===== src/hw/rtl/lfsc_pkg.sv =====
package lfsc_pkg;

    // Field widths.
    localparam int DUTY_W   = 15;
    localparam int COEF_W   = 16;
    localparam int ANGLE_W  = 14;
    localparam int NLANG_W  = 13;
    localparam int POS_W    = 7;
    localparam int DIR_W    = 2;
    localparam int GAIN_W   = 12;
    localparam int BANDS_W  = 60;
    localparam int CFG_IDX_W  = 3;
    localparam int CFG_DATA_W = 64;

    // Derived widths.
    localparam int ERR_W   = POS_W + 1;          // signed position error
    localparam int MAG_W   = POS_W;              // |error| up to 64
    localparam int PROD_W  = MAG_W + COEF_W;     // duty drop
    localparam int DIFF_W  = PROD_W + 2;         // signed duty before clamping
    localparam int STEER_W = GAIN_W + 1 + ERR_W; // signed gain times error
    localparam int BAND_W  = 4;

    // Controller constants.
    localparam int POS_CENTER  = 64;
    localparam int ANGLE_LIMIT = 7680;
    localparam int BAND_STEP   = 2560;
    localparam int BAND_LAST   = 9;
    localparam int BANDS_PER_WORD = 5;

    // Last-seen direction codes.
    localparam logic [DIR_W-1:0] DIR_LEFT   = 2'd0;
    localparam logic [DIR_W-1:0] DIR_MIDDLE = 2'd1;
    localparam logic [DIR_W-1:0] DIR_RIGHT  = 2'd2;

    // Register reset values.
    localparam logic [DUTY_W-1:0]  RST_DUTY_MAX     = 15'd12800;
    localparam logic [DUTY_W-1:0]  RST_DUTY_MIN     = 15'd5120;
    localparam logic [COEF_W-1:0]  RST_COEF_LOW     = 16'd256;
    localparam logic [COEF_W-1:0]  RST_COEF_HIGH    = 16'd512;
    localparam logic [DUTY_W-1:0]  RST_NOLINE_DUTY  = 15'd7680;
    localparam logic [NLANG_W-1:0] RST_NOLINE_ANGLE = 13'd7680;

    // Register indexes on the configuration port.
    typedef enum logic [CFG_IDX_W-1:0] {
        REG_DUTY_MAX        = 3'd0,
        REG_DUTY_MIN        = 3'd1,
        REG_COEF_LOW        = 3'd2,
        REG_COEF_HIGH       = 3'd3,
        REG_NOLINE_DUTY     = 3'd4,
        REG_NOLINE_ANGLE    = 3'd5,
        REG_GAIN_BANDS_LOW  = 3'd6,
        REG_GAIN_BANDS_HIGH = 3'd7
    } cfg_index_t;

    // Current register contents, as seen by the datapath.
    typedef struct packed {
        logic [DUTY_W-1:0]  duty_max;
        logic [DUTY_W-1:0]  duty_min;
        logic [COEF_W-1:0]  coef_low;
        logic [COEF_W-1:0]  coef_high;
        logic [DUTY_W-1:0]  noline_duty;
        logic [NLANG_W-1:0] noline_angle;
        logic [BANDS_W-1:0] gain_bands_low;
        logic [BANDS_W-1:0] gain_bands_high;
    } cfg_t;

endpackage


===== src/hw/rtl/lfsc_cfg_regs.sv =====
module lfsc_cfg_regs (
    input  logic                               clk,
    input  logic                               rst_n,
    input  logic                               cfg_valid,
    output logic                               cfg_ready,
    input  logic [lfsc_pkg::CFG_IDX_W-1:0]     cfg_index,
    input  logic [lfsc_pkg::CFG_DATA_W-1:0]    cfg_data,
    output lfsc_pkg::cfg_t                     cfg
);
    import lfsc_pkg::*;

    cfg_t cfg_reg;

    // Every register takes a write in the cycle it is offered.
    assign cfg_ready = 1'b1;
    assign cfg       = cfg_reg;

    // Register file; each transfer updates the register selected by its index.
    always_ff @(posedge clk or negedge rst_n)
    begin
        if (!rst_n)
        begin
            cfg_reg.duty_max        <= RST_DUTY_MAX;
            cfg_reg.duty_min        <= RST_DUTY_MIN;
            cfg_reg.coef_low        <= RST_COEF_LOW;
            cfg_reg.coef_high       <= RST_COEF_HIGH;
            cfg_reg.noline_duty     <= RST_NOLINE_DUTY;
            cfg_reg.noline_angle    <= RST_NOLINE_ANGLE;
            cfg_reg.gain_bands_low  <= '0;
            cfg_reg.gain_bands_high <= '0;
        end
        else if (cfg_valid && cfg_ready)
        begin
            unique case (cfg_index_t'(cfg_index))
                REG_DUTY_MAX:        cfg_reg.duty_max        <= cfg_data[DUTY_W-1:0];
                REG_DUTY_MIN:        cfg_reg.duty_min        <= cfg_data[DUTY_W-1:0];
                REG_COEF_LOW:        cfg_reg.coef_low        <= cfg_data[COEF_W-1:0];
                REG_COEF_HIGH:       cfg_reg.coef_high       <= cfg_data[COEF_W-1:0];
                REG_NOLINE_DUTY:     cfg_reg.noline_duty     <= cfg_data[DUTY_W-1:0];
                REG_NOLINE_ANGLE:    cfg_reg.noline_angle    <= cfg_data[NLANG_W-1:0];
                REG_GAIN_BANDS_LOW:  cfg_reg.gain_bands_low  <= cfg_data[BANDS_W-1:0];
                REG_GAIN_BANDS_HIGH: cfg_reg.gain_bands_high <= cfg_data[BANDS_W-1:0];
                default:             cfg_reg <= cfg_reg;
            endcase
        end
    end

endmodule


===== src/hw/rtl/line_follow_speed_steer_controller.sv =====
// Channel   Handshake                Payload
// -------   ---------------------    ------------------------------------------
// input     in_valid / in_ready      line_found, line_pos, last_side
// output    out_valid / out_ready    left_duty, right_duty, steer_angle
// config    cfg_valid / cfg_ready    cfg_index, cfg_data
//
// Four register stages: duty-drop multiply, subtract and clamp, band lookup,
// steering multiply and clamp. One item per cycle while the output is not stalled.
// Each stage holds its item while the stage after it is full and stalled, so a
// stall on the output backs up stage by stage and bubbles are squeezed out.
// Reset clears all stage valid bits and loads the register reset values.
module line_follow_speed_steer_controller (
    input  logic                                  clk,
    input  logic                                  rst_n,
    // Configuration port.
    input  logic                                  cfg_valid,
    output logic                                  cfg_ready,
    input  logic [lfsc_pkg::CFG_IDX_W-1:0]        cfg_index,
    input  logic [lfsc_pkg::CFG_DATA_W-1:0]       cfg_data,
    // Input channel.
    input  logic                                  in_valid,
    output logic                                  in_ready,
    input  logic                                  line_found,
    input  logic [lfsc_pkg::POS_W-1:0]            line_pos,
    input  logic [lfsc_pkg::DIR_W-1:0]            last_side,
    // Output channel.
    output logic                                  out_valid,
    input  logic                                  out_ready,
    output logic [lfsc_pkg::DUTY_W-1:0]           left_duty,
    output logic [lfsc_pkg::DUTY_W-1:0]           right_duty,
    output logic signed [lfsc_pkg::ANGLE_W-1:0]   steer_angle
);
    import lfsc_pkg::*;

    cfg_t cfg;

    lfsc_cfg_regs u_cfg_regs (
        .clk       (clk),
        .rst_n     (rst_n),
        .cfg_valid (cfg_valid),
        .cfg_ready (cfg_ready),
        .cfg_index (cfg_index),
        .cfg_data  (cfg_data),
        .cfg       (cfg)
    );

    // Stage valid bits and per-stage advance.
    logic s1_valid_reg, s2_valid_reg, s3_valid_reg, s4_valid_reg;
    logic s1_ready, s2_ready, s3_ready, s4_ready;

    assign s4_ready = !s4_valid_reg || out_ready;
    assign s3_ready = !s3_valid_reg || s4_ready;
    assign s2_ready = !s2_valid_reg || s3_ready;
    assign s1_ready = !s1_valid_reg || s2_ready;
    assign in_ready = s1_ready;

    always_ff @(posedge clk or negedge rst_n)
    begin
        if (!rst_n)
        begin
            s1_valid_reg <= 1'b0;
            s2_valid_reg <= 1'b0;
            s3_valid_reg <= 1'b0;
            s4_valid_reg <= 1'b0;
        end
        else
        begin
            if (s1_ready) s1_valid_reg <= in_valid;
            if (s2_ready) s2_valid_reg <= s1_valid_reg;
            if (s3_ready) s3_valid_reg <= s2_valid_reg;
            if (s4_ready) s4_valid_reg <= s3_valid_reg;
        end
    end

    // ------------------------------------------------------------------
    // Stage 1: position error and the duty drop of each wheel.
    // ------------------------------------------------------------------
    logic signed [ERR_W-1:0]  s1_err_next;
    logic [MAG_W-1:0]         s1_mag;
    logic [COEF_W-1:0]        s1_coef_left, s1_coef_right;
    logic [PROD_W-1:0]        s1_drop_left_next, s1_drop_right_next;

    logic                     s1_found_reg;
    logic signed [ERR_W-1:0]  s1_err_reg;
    logic [DIR_W-1:0]         s1_dir_reg;
    logic [PROD_W-1:0]        s1_drop_left_reg, s1_drop_right_reg;

    always_comb
    begin
        s1_err_next = $signed({1'b0, line_pos}) - ERR_W'(POS_CENTER);
        s1_mag      = s1_err_next[ERR_W-1] ? MAG_W'(-s1_err_next) : MAG_W'(s1_err_next);
        // The wheel on the side away from the line slows down more.
        if (s1_err_next > 0)
        begin
            s1_coef_left  = cfg.coef_high;
            s1_coef_right = cfg.coef_low;
        end
        else
        begin
            s1_coef_left  = cfg.coef_low;
            s1_coef_right = cfg.coef_high;
        end
        s1_drop_left_next  = PROD_W'(s1_mag) * PROD_W'(s1_coef_left);
        s1_drop_right_next = PROD_W'(s1_mag) * PROD_W'(s1_coef_right);
    end

    always_ff @(posedge clk)
    begin
        if (s1_ready)
        begin
            s1_found_reg      <= line_found;
            s1_err_reg        <= s1_err_next;
            s1_dir_reg        <= last_side;
            s1_drop_left_reg  <= s1_drop_left_next;
            s1_drop_right_reg <= s1_drop_right_next;
        end
    end

    // ------------------------------------------------------------------
    // Stage 2: subtract from the maximum duty and clamp; the upper limit
    // is applied last so the maximum wins over a larger minimum.
    // ------------------------------------------------------------------
    function automatic logic [DUTY_W-1:0] clamp_duty(
        input logic [PROD_W-1:0] drop,
        input logic [DUTY_W-1:0] dmax,
        input logic [DUTY_W-1:0] dmin
    );
        logic signed [DIFF_W-1:0] diff;
        logic signed [DIFF_W-1:0] res;
        diff = $signed({{(DIFF_W-DUTY_W){1'b0}}, dmax}) - $signed({2'b00, drop});
        res  = diff;
        if (res < $signed({{(DIFF_W-DUTY_W){1'b0}}, dmin}))
            res = $signed({{(DIFF_W-DUTY_W){1'b0}}, dmin});
        if (res > $signed({{(DIFF_W-DUTY_W){1'b0}}, dmax}))
            res = $signed({{(DIFF_W-DUTY_W){1'b0}}, dmax});
        return res[DUTY_W-1:0];
    endfunction

    logic [DUTY_W-1:0]        s2_left_next, s2_right_next;

    logic                     s2_found_reg;
    logic signed [ERR_W-1:0]  s2_err_reg;
    logic [DIR_W-1:0]         s2_dir_reg;
    logic [DUTY_W-1:0]        s2_left_reg, s2_right_reg;

    always_comb
    begin
        if (s1_found_reg)
        begin
            s2_left_next  = clamp_duty(s1_drop_left_reg, cfg.duty_max, cfg.duty_min);
            s2_right_next = clamp_duty(s1_drop_right_reg, cfg.duty_max, cfg.duty_min);
        end
        else
        begin
            s2_left_next  = cfg.noline_duty;
            s2_right_next = cfg.noline_duty;
        end
    end

    always_ff @(posedge clk)
    begin
        if (s2_ready)
        begin
            s2_found_reg <= s1_found_reg;
            s2_err_reg   <= s1_err_reg;
            s2_dir_reg   <= s1_dir_reg;
            s2_left_reg  <= s2_left_next;
            s2_right_reg <= s2_right_next;
        end
    end

    // ------------------------------------------------------------------
    // Stage 3: 10% band of the left duty and its steering gain. The band
    // counts the band edges strictly below the duty, saturating at the last.
    // ------------------------------------------------------------------
    logic [BAND_W-1:0]        s3_band;
    logic [GAIN_W-1:0]        s3_gain_next;

    logic                     s3_found_reg;
    logic signed [ERR_W-1:0]  s3_err_reg;
    logic [DIR_W-1:0]         s3_dir_reg;
    logic [DUTY_W-1:0]        s3_left_reg, s3_right_reg;
    logic [GAIN_W-1:0]        s3_gain_reg;

    always_comb
    begin
        s3_band = '0;
        for (int k = 1; k <= BAND_LAST; k++)
        begin
            if (s2_left_reg > DUTY_W'(k * BAND_STEP))
                s3_band = s3_band + 1'b1;
        end
        s3_gain_next = '0;
        for (int k = 0; k < BANDS_PER_WORD; k++)
        begin
            if (s3_band == BAND_W'(k))
                s3_gain_next = cfg.gain_bands_low[k*GAIN_W +: GAIN_W];
            if (s3_band == BAND_W'(k + BANDS_PER_WORD))
                s3_gain_next = cfg.gain_bands_high[k*GAIN_W +: GAIN_W];
        end
    end

    always_ff @(posedge clk)
    begin
        if (s3_ready)
        begin
            s3_found_reg <= s2_found_reg;
            s3_err_reg   <= s2_err_reg;
            s3_dir_reg   <= s2_dir_reg;
            s3_left_reg  <= s2_left_reg;
            s3_right_reg <= s2_right_reg;
            s3_gain_reg  <= s3_gain_next;
        end
    end

    // ------------------------------------------------------------------
    // Stage 4: steering angle, clamped to thirty degrees either way. With
    // no line, the angle follows the side where the line was last seen.
    // ------------------------------------------------------------------
    logic signed [STEER_W-1:0] s4_prod;
    logic [NLANG_W-1:0]        s4_lost_mag;
    logic signed [ANGLE_W-1:0] s4_angle_next;

    logic [DUTY_W-1:0]         s4_left_reg, s4_right_reg;
    logic signed [ANGLE_W-1:0] s4_angle_reg;

    always_comb
    begin
        s4_prod = $signed({1'b0, s3_gain_reg}) * STEER_W'(s3_err_reg);
        s4_lost_mag = (cfg.noline_angle > NLANG_W'(ANGLE_LIMIT)) ?
                      NLANG_W'(ANGLE_LIMIT) : cfg.noline_angle;
        if (s3_found_reg)
        begin
            if (s4_prod > STEER_W'(ANGLE_LIMIT))
                s4_angle_next = ANGLE_W'(ANGLE_LIMIT);
            else if (s4_prod < -STEER_W'(ANGLE_LIMIT))
                s4_angle_next = -ANGLE_W'(ANGLE_LIMIT);
            else
                s4_angle_next = s4_prod[ANGLE_W-1:0];
        end
        else
        begin
            priority if (s3_dir_reg == DIR_RIGHT)
                s4_angle_next = $signed({1'b0, s4_lost_mag});
            else if (s3_dir_reg == DIR_MIDDLE)
                s4_angle_next = '0;
            else
                s4_angle_next = -$signed({1'b0, s4_lost_mag});
        end
    end

    always_ff @(posedge clk)
    begin
        if (s4_ready)
        begin
            s4_left_reg  <= s3_left_reg;
            s4_right_reg <= s3_right_reg;
            s4_angle_reg <= s4_angle_next;
        end
    end

    assign out_valid   = s4_valid_reg;
    assign left_duty   = s4_left_reg;
    assign right_duty  = s4_right_reg;
    assign steer_angle = s4_angle_reg;

    // ------------------------------------------------------------------
    // Assertions.
    // ------------------------------------------------------------------
    // A delivered angle never exceeds thirty degrees either way.
    a_angle_range: assert property (@(posedge clk) disable iff (!rst_n)
        out_valid |-> (steer_angle <= ANGLE_W'(ANGLE_LIMIT)) &&
                      (steer_angle >= -ANGLE_W'(ANGLE_LIMIT)))
        else $error("steer angle out of range");

    // An empty output stage lets the whole pipeline take a new item.
    a_empty_accepts: assert property (@(posedge clk) disable iff (!rst_n)
        !out_valid |-> in_ready)
        else $error("input refused with empty output stage");

    // With every stage full and the output stalled, no transfer is taken in.
    a_full_blocks: assert property (@(posedge clk) disable iff (!rst_n)
        (s1_valid_reg && s2_valid_reg && s3_valid_reg && out_valid && !out_ready)
        |-> !in_ready)
        else $error("input taken into a full stalled pipeline");

    // A stalled result is not overwritten by the item behind it.
    a_stall_holds: assert property (@(posedge clk) disable iff (!rst_n)
        (out_valid && !out_ready) |=> out_valid && $stable(s4_angle_reg) &&
                                      $stable(s4_left_reg))
        else $error("stalled result changed");

endmodule

===== config.mk =====
export PLATFORM = sky130hd
export DESIGN_NAME = line_follow_speed_steer_controller
export DESIGN_NICKNAME = d
export VERILOG_FILES = /design/src/hw/rtl/lfsc_pkg.sv /design/src/hw/rtl/lfsc_cfg_regs.sv /design/src/hw/rtl/line_follow_speed_steer_controller.sv
export SDC_FILE = /design/constraint.sdc
export NUM_CORES = 1
export LEC_CHECK = 0
export ABC_CLOCK_PERIOD_IN_PS = 11650
export BUFFER_PORTS_ARGS = -buffer_cell sky130_fd_sc_hd__buf_2
export CAP_MARGIN = 20
export CORE_MARGIN = 2
export CORE_UTILIZATION = 30
export CTS_CLUSTER_SIZE = 40
export DETAILED_ROUTE_END_ITERATION = 10
export GPL_TIMING_DRIVEN = 0
export SLEW_MARGIN = 10
export SYNTH_ARGS = -nofsm -noshare
export SYNTH_HDL_FRONTEND = slang
export SYNTH_SLANG_ARGS = --single-unit

===== constraint.sdc =====
create_clock -name clk -period 11.65 [get_ports clk]
set_input_delay 1.165 -clock clk [delete_from_list [all_inputs] [get_ports clk]]
set_output_delay 1.165 -clock clk [all_outputs]
set_load 0.01 [all_outputs]

* After elaboration in Yosys (flattened, before gate mapping) *
Index checks and enable logic that the tools add are counted.

word-level totals
  bits in registers = 409
  output and inout port bits = 47

operators by class
  add/subtract/negate cells = 13
  multiply operators = 3
  $lt $le $gt $ge = 17
  equal/unequal tests = 18
  muxes and demuxes = 36
  reduce and logical (&&, ||, !) cells = 18

operator list
  cell                    count
  $mux W12                10
  $mux W25                4
  $mux W14                5
  $mux W15                4
  $gt A25 B16 Y1          2
  $lt A24 B16 Y1          2
  $sub A15 B23 Y24        2
  $mul A7 B16 Y23         2
  $gt A15 B14 Y1 const B  3
  $gt A15 B15 Y1 const B  3
  $add A4 B1 Y4 const B   8
  $mux W16                2
  $mux W4                 8
  $gt A15 B13 Y1 const B  2
  $gt A21 B14 Y1 const B  1
  $lt A21 B14 Y1 const B  1
  $mul A13 B8 Y21         1
  $eq A4 B3 Y1 const B    4
  $reduce_and A2 Y1       8
  $gt A15 B12 Y1 const B  1
  $neg A13 Y14            1
  $gt A13 B13 Y1 const B  1
  $mux W13                1
  $eq A3 B3 Y1 const B    4
  other kinds (16)        25

* Logic depth before layout (Yosys ltp) *
Gate-level depths: netlist (run 1).

  word-level depth = 29
  mapped depth = 37

* Hierarchy *
A second synthesis (run 1) with hierarchy kept.

second synthesis, totals
  cell total of the unflattened synthesis = 2767
  area, all modules = 30207.7 um^2

modules (own cells, without submodules)
  module                              times used  cells each  area each (um^2)  sequential area each (um^2)
  line_follow_speed_steer_controller  1           2312        22233.8           5865.6
  lfsc_cfg_regs                       1           455         7973.9            5273.8

* Worst setup path after synthesis (run 1) *
No wires, ideal clock.

  path type = register to register
  from = register u_cfg_regs.cfg_reg (netlist bit u_cfg_regs.cfg[195])
  to = register s2_left_reg[10] (data pin)
  library setup time = 0.268 ns
  data arrival time = 7.110 ns
  required time = 11.382 ns
  slack = 4.272 ns
  stages on the path, launching flop included = 32
  buffers on the path = 3
  period minus slack after synthesis = 7.378 ns
  cells stage by stage = dfrtp_1 > inv_1 > ha_1 > inv_1 > fa_1 > a21o_1 > a21oi_1 > o21bai_1 > a31o_2 > a41o_1 > o41a_1 > a41o_1 > or4b_1 > a2111oi_0 > ha_1 > clkbuf_1 > clkbuf_1 > mux2_2 > ha_1 > nor2b_1 > o21a_1 > o21a_1 > o21a_1 > o21a_1 > o21ai_0 > a21oi_1 > o211ai_1 > a2111oi_0 > a31oi_4 > buf_4 > mux2i_1 > o21ai_0

between the ends
  cells in the longest elaborated chain, start to end = 7

ends and longest elaborated chain
  element                 RTL line                                   source
  from (decl)             lfsc_cfg_regs.sv:12                        cfg_t cfg_reg;
  from (signal assigned)  lfsc_cfg_regs.sv:43                        default: cfg_reg <= cfg_reg;
  $sub A15 B23 Y24        line_follow_speed_steer_controller.sv:130  diff = $signed({{(DIFF_W-DUTY_W){1'b0}}, dmax}) - $signed({2'b00, drop});
  $lt A24 B16 Y1          line_follow_speed_steer_controller.sv:132  if (res < $signed({{(DIFF_W-DUTY_W){1'b0}}, dmin}))
  $mux W25                line_follow_speed_steer_controller.sv:132
  $mux W25                line_follow_speed_steer_controller.sv:148  if (s1_found_reg)
  $gt A25 B16 Y1          line_follow_speed_steer_controller.sv:134  if (res > $signed({{(DIFF_W-DUTY_W){1'b0}}, dmax}))
  $mux W15 (*)            line_follow_speed_steer_controller.sv:134
  $mux W15 (*)            line_follow_speed_steer_controller.sv:148
  via s2_left_next[10]    line_follow_speed_steer_controller.sv:139  logic [DUTY_W-1:0] s2_left_next, s2_right_next;
  to (signal assigned)    line_follow_speed_steer_controller.sv:167  s2_left_reg <= s2_left_next;
  to (decl)               line_follow_speed_steer_controller.sv:144  logic [DUTY_W-1:0] s2_left_reg, s2_right_reg;

The timed path passes the listed nets; every way through them passes the cells marked *. The select of a mux whose other input is x is not followed.
A chain may end at the register's enable or synchronous reset.

* Worst setup path in the final report (run 1) *
  from = register u_cfg_regs.cfg_reg (netlist bit u_cfg_regs.cfg[195])
  to = register s2_left_reg[8] (data pin)

The elaborated chain is that of the path after synthesis.

==> results of run 1 <==
layer usage:
layer  up-vias  wire length, um
met5         -               36
met4         6             1892
met3        95             4717
met2       528            39840
met1     11060            36620
li1      10240                -
cells in the final DEF (no fill, tap or decap), types with 54 or more instances in the layout:
cell type    n
a21oi_1     97
and2_1     116
buf_2      121
clkbuf_1    85
clkbuf_16   54
dfrtp_1    199
edfxtp_1   192
fa_1       201
ha_1       233
inv_1      332
mux2_2     233
nand2_1    306
nor2_1     107
o21ai_0    114
xnor2_1     64
how the worst max path moves through the flow:
stage	cells after the start	endpoint	slack, ps	startpoint
floorplan	31	s2_left_reg[10]	4270	u_cfg_regs.cfg[195]
global placement	26	s1_drop_left_reg[22]	2610	line_pos[0]
detailed placement	26	s1_drop_left_reg[22]	2550	line_pos[0]
CTS	31	s2_left_reg[8]	2680	u_cfg_regs.cfg[195]
global route	35	s2_left_reg[8]	2090	u_cfg_regs.cfg[195]
finish	31	s2_left_reg[8]	2620	u_cfg_regs.cfg[195]
cell families after synthesis:
family / Yosys count / synth area share
buffers and inverters: 431 / 0.05543
AO/OA/AOI/OAI: 457 / 0.09886
multiplexers: 272 / 0.09890
flip-flops: 406 / 0.3655
XOR/XNOR: 102 / 0.03268
adder cells (fa/ha/maj): 434 / 0.2277
AND/OR/NAND/NOR: 757 / 0.1208
other: 1 / 0.0001230
stage by stage:
stage | util | worst slack (ps) | hold WS, ps | instance area [um2]
after floorplan | - | 4272 | 400.3 | 30480
after global placement | 0.3263 | 2607 | 401.0 | 32770
after detailed placement | 0.3281 | 2545 | 404.5 | 32960
after CTS | 0.3451 | 2681 | 377.2 | 34660
after global routing | 0.3452 | 2089 | 392.2 | 34670
final | 0.3452 | 2617 | 402.4 | 34670
layout make-up:
type | count | area share
multi-input cells | 2023 | 0.5095
flip-flops and latches | 406 | 0.3213
well taps | 1357 | 0.04897
clock buffers | 67 | 0.04211
inverters | 335 | 0.03627
repair buffers | 130 | 0.02219
plain buffers | 96 | 0.01245
clock inverters | 21 | 0.007109
diodes | 1 | 0.00007217
worst max-delay path, delay by kind of cell, from the launching register on:
| kind | cells | cell delay (ps) |
|---|---|---|
| adders and majority gates | 4 | 1110 |
| AOI/OAI and AO/OA | 18 | 4190 |
| and+or+nand+nor | 2 | 760 |
| buffers and inverters | 5 | 1540 |
| muxes | 2 | 730 |
| DFF | 1 | 410 |
==> flow_summary.yaml, run 1 <==
cells_and_area:
  seqCellArea_mm2: 0.01114
  drive_above_1_share: 0.1680
  area_delta_synth_final_pct: 13.77
  largest_register_ffs: 210
  layout.nets: 3555
  multi_input_area_mm2: 0.01767
  stdcell_count: 4436
  fillers: 10180
floorplan:
  num_rows: 116
  die_area_mm2: 0.1042
  die_h_um: 322.7
  initial_utilization: 0.3034
  core_region_area_mm2: 0.1004
  io_pins: 129
  die_w_um: 322.7
grt:
  antenna_found_initial: 6
  overflow: 0
  grt_busiest_layer: "met2"
  grt_max_degree: 106
  use_met1: 0.2159
  groute.usage.overall: 0.1627
  grt_pass1_wl_um: 131500
  use_met3: 0.02612
  grt_use_met2: 0.2769
  grt_pass1_vias: 22410
worst_setup_path:
  reg2reg_to: "s2_left_reg[8]"
  critPathCaptureType: "register"
  path_class: "reg2reg"
  worst_r2r_path_depth: 31
  cp_slowest_cell: "a2111oi_0"
  max_stage_delay_ps: 770
  rrSetupSlack_ps: 2620
  startpoint_type: "register"
  cp_max_fo: 10
  cp_common_cell: "o21a_1"
  cp.arrival_ps: 9350
  r2r_start: "u_cfg_regs.cfg[195]"
  cp.required_ps: 11960
detailed_routing:
  first_iter_violations: 1518
  routed_via_density: 4.942
  vias: 21920
  dr.pass1.iters: 7
  wirelength_um: 83100
  avgRoutedWirePerCell_um: 18.73
  drc: 0
  ant_nets: 0
clock_tree:
  h-tree-depth: 2
  cts_tree: "done"
  clock_path_buffers: 3
  cts_buffers: 47
  cts_num_sinks: 406
  cts_setup_buffers: 0
  cts_hold_buf: 0
  clk_latency_ps: 600
  cts_root_buffer: "clkbuf_16"
  cts_resized: 0
  clk_transition_reported_paths_ps: 70
timing:
  tightestPinTransition_ps: 1096
  fmax_ghz: 0.1107
  maxSlewViolCount: 0
  final.period_utilization: 0.7754
  slew_headroom: 0.2642
  hold_violations: 0
  rsz0062_at_grt: "false"
  clock_skew_ps: 19.82
  layout_min_cycle_time_ps: 9033
  setup-tns-final_ps: 0
  finalSetupViolCount: 0
synthesis:
  ys_types: 93
  ys_seq_area_frac: 0.3655
  synthCells: 2860
  synth.most_common_cell: "inv_1"
  async_flop_share: 0.5271
  yosysTopAreaCellShare: 0.1892
  ys.flop_type: "dfrtp_1"
  syn_avg_cell_area_um2: 10.66
  synth_commonest_cells: "333 x inv_1, 307 x nand2_1, 233 x ha_1, 233 x mux2_2, 201 x fa_1"
  synth-seq-cells: 406
  synth_largest_area_cell: "edfxtp_1"
  synth_nets: 3376
  syn_area_mm2: 0.03048
  synth-edff-count: 192
  netlist_top_cells_area: "edfxtp_1 19%, dfrtp_1 16%, fa_1 13%"
  synth_warnings: 0
placement:
  portBuffers: 119
  hpwl_um: 65750
  routabilityCongestion: 0.9250
  placedCellCount: 4347
hold_path:
  hp-class: "in2async"
run:
  max_cap_violations: 0
run_status:
  status: "finished clean"
Power of run 1 is left out: the tool's default activity adds up to more than one toggle a clock period on the data nets, which glitch-free logic cannot reach.
==> run 2, diff against run 1 <==
--- a/config.mk
+++ b/config.mk
@@ -5,7 +5,7 @@
 export SDC_FILE = /design/constraint.sdc
 export NUM_CORES = 1
 export LEC_CHECK = 0
-export ABC_CLOCK_PERIOD_IN_PS = 11650
+export ABC_CLOCK_PERIOD_IN_PS = 8100
 export BUFFER_PORTS_ARGS = -buffer_cell sky130_fd_sc_hd__buf_2
 export CAP_MARGIN = 20
 export CORE_MARGIN = 2
==> constraint.sdc (replaced) <==
create_clock -name clk -period 8.1 [get_ports clk]
set_input_delay 0.81 -clock clk [delete_from_list [all_inputs] [get_ports clk]]
set_output_delay 0.81 -clock clk [all_outputs]
set_load 0.01 [all_outputs]
==> run 2 against run 1 <==
Compared with the run above:
- non-clock buffer count rose by 7
- critical path depth fell by 1
- global-route usage barely moved
- die area did not move
- clock skew fell by 0.78 ps
- highest routed layer unchanged
- worst hold slack got worse by 350 ps
- clock-buffer cell count did not move
==> flow_summary.yaml, run 2 (synthesized netlist as in run 1, its figures left out) <==
grt:
  grt_busiest_layer: "met2"
  use_met1: 0.2156
  use_met3: 0.02618
  antenna_found_initial: 6
  overflow: 0
  groute.usage.overall: 0.1626
  grt_max_degree: 106
  grt_pass1_vias: 22410
  grt_pass1_wl_um: 131400
  grt_use_met2: 0.2769
clock_tree:
  clock_path_buffers: 3
  clk_transition_reported_paths_ps: 70
  cts_root_buffer: "clkbuf_16"
  cts_num_sinks: 406
  cts_hold_buf: 0
  cts_tree: "done"
  h-tree-depth: 2
  clk_latency_ps: 600
  cts_buffers: 47
cells_and_area:
  layout.nets: 3562
  final_cell_mix: "330 x inv_1, 306 x nand2_1, 233 x mux2_2, 231 x ha_1, 201 x fa_1"
  drive_above_1_share: 0.1838
  fillers: 10150
  area_delta_synth_final_pct: 14.79
  final_common_cell: "inv_1"
  seqCellArea_mm2: 0.01114
  largest_register_ffs: 210
  fin_area_mm2: 0.03498
  n_antenna_cell: 0
  multi_input_area_mm2: 0.01789
detailed_routing:
  routed_via_density: 4.937
  ant_nets: 0
  wirelength_um: 83220
  first_iter_violations: 1490
  drc: 0
  vias: 21930
  avgRoutedWirePerCell_um: 18.74
  dr.pass1.iters: 5
placement:
  hpwl_um: 65750
  dpl-instance-area_mm2: 0.03296
  portBuffers: 119
  routabilityCongestion: 0.9250
worst_setup_path:
  startpoint_type: "register"
  path_class: "reg2reg"
  max_stage_delay_ps: 640
  path_buf_inv: 4
  crit_path_start: "u_cfg_regs.cfg[195]"
  cp_slowest_cell: "or4b_1"
  cp.arrival_ps: 8110
  cp.depth: 30
  worst_r2r_path_depth: 30
  cp.required_ps: 8410
  critPathCaptureType: "register"
  reg2reg_to: "s2_left_reg[9]"
  cp_common_cell: "o21a_1"
  r2r_start: "u_cfg_regs.cfg[195]"
  critPathTopFamily: "compound AO/OA/AOI/OAI gates"
  cp_max_fo: 10
  critPathCapture: "s2_left_reg[9]"
  rrSetupSlack_ps: 300
floorplan:
  initial_utilization: 0.3034
  die_area_mm2: 0.1042
  die_w_um: 322.7
  core_region_area_mm2: 0.1004
  die_h_um: 322.7
  io_pins: 129
  num_rows: 116
timing:
  rsz0062_at_grt: "true"
  hold_violations: 0
  layout_min_cycle_time_ps: 7799
  tightestPinTransition_ps: 1053
  clock_skew_ps: 19.04
  slew_headroom: 0.2927
  final.period_utilization: 0.9629
  fmax_ghz: 0.1282
  maxSlewViolCount: 0
  finalSetupViolCount: 0
run:
  max_cap_violations: 0
run_status:
  status: "finished clean"
hold_path:
  hp-class: "in2async"
## run 2: worst min-delay path by stage
stage,start,end,cells after the start
2_1_floorplan,s3_left_reg[0],left_duty[0],0
3_3_place_gp,s2_dir_reg[0],s3_dir_reg[0],0
3_5_place_dp,s3_left_reg[11],left_duty[11],0
4_1_cts,rst_n,out_valid,1
5_1_grt,rst_n,out_valid,1
6_report,rst_n,u_cfg_regs.cfg[141],1
## run 2: per-layer routing
metal,part of all wire,up-vias
met5,0.00043,-
met4,0.022,6
met3,0.055,96
met2,0.48,509
met1,0.44,11050
li1,-,10270
## run 2: area by class of cell
cell class                      instances  share of cell area
Timing Repair Buffer                  139             0.02393
Clock inverter                         21            0.007046
Buffer                                 94             0.01298
Tap cell                             1357             0.04853
Clock buffer                           67             0.04174
Multi-Input combinational cell       2023              0.5113
Inverter                              335             0.03609
Sequential cell                       406              0.3184
## run 2: worst reg2reg max path, delay by kind of cell, from the launching register on
| family | cells | cell delay [ps] |
|---|---|---|
| AOI/OAI and AO/OA | 18 | 3830 |
| DFF | 1 | 420 |
| adders and majority gates | 4 | 1240 |
| muxes | 2 | 650 |
| buffers and inverters | 4 | 610 |
| and+or+nand+nor | 2 | 790 |
## run 2: timing repair
| item | CTS | global route |
|---|---|---|
| resized for setup | 10 | 65 |
| buffers inserted | 1 | 8 |
| pin swaps | 0 | 4 |
| endpoints found under the setup margin | 33 | 50 |
## run 2: through the flow
| step | hold WS, ps | setup TNS [ps] | setup slack [ps] | cells | utilization |
|---|---|---|---|---|---|
| 2_1_floorplan | 400.3 | 0 | 722.4 | 2860 | - |
| 3_3_place_gp | 401.0 | -14130 | -781.5 | 4336 | 0.3263 |
| 3_5_place_dp | 404.5 | -15420 | -790.8 | 4347 | 0.3281 |
| 4_1_cts | 22.15 | -2.887 | -2.887 | 4434 | 0.3454 |
| 5_1_grt | 37.23 | -27.81 | -13.43 | 4442 | 0.3483 |
| 6_report | 48.65 | 0 | 300.6 | 4442 | 0.3483 |
Power of run 2 is left out for the same reason.
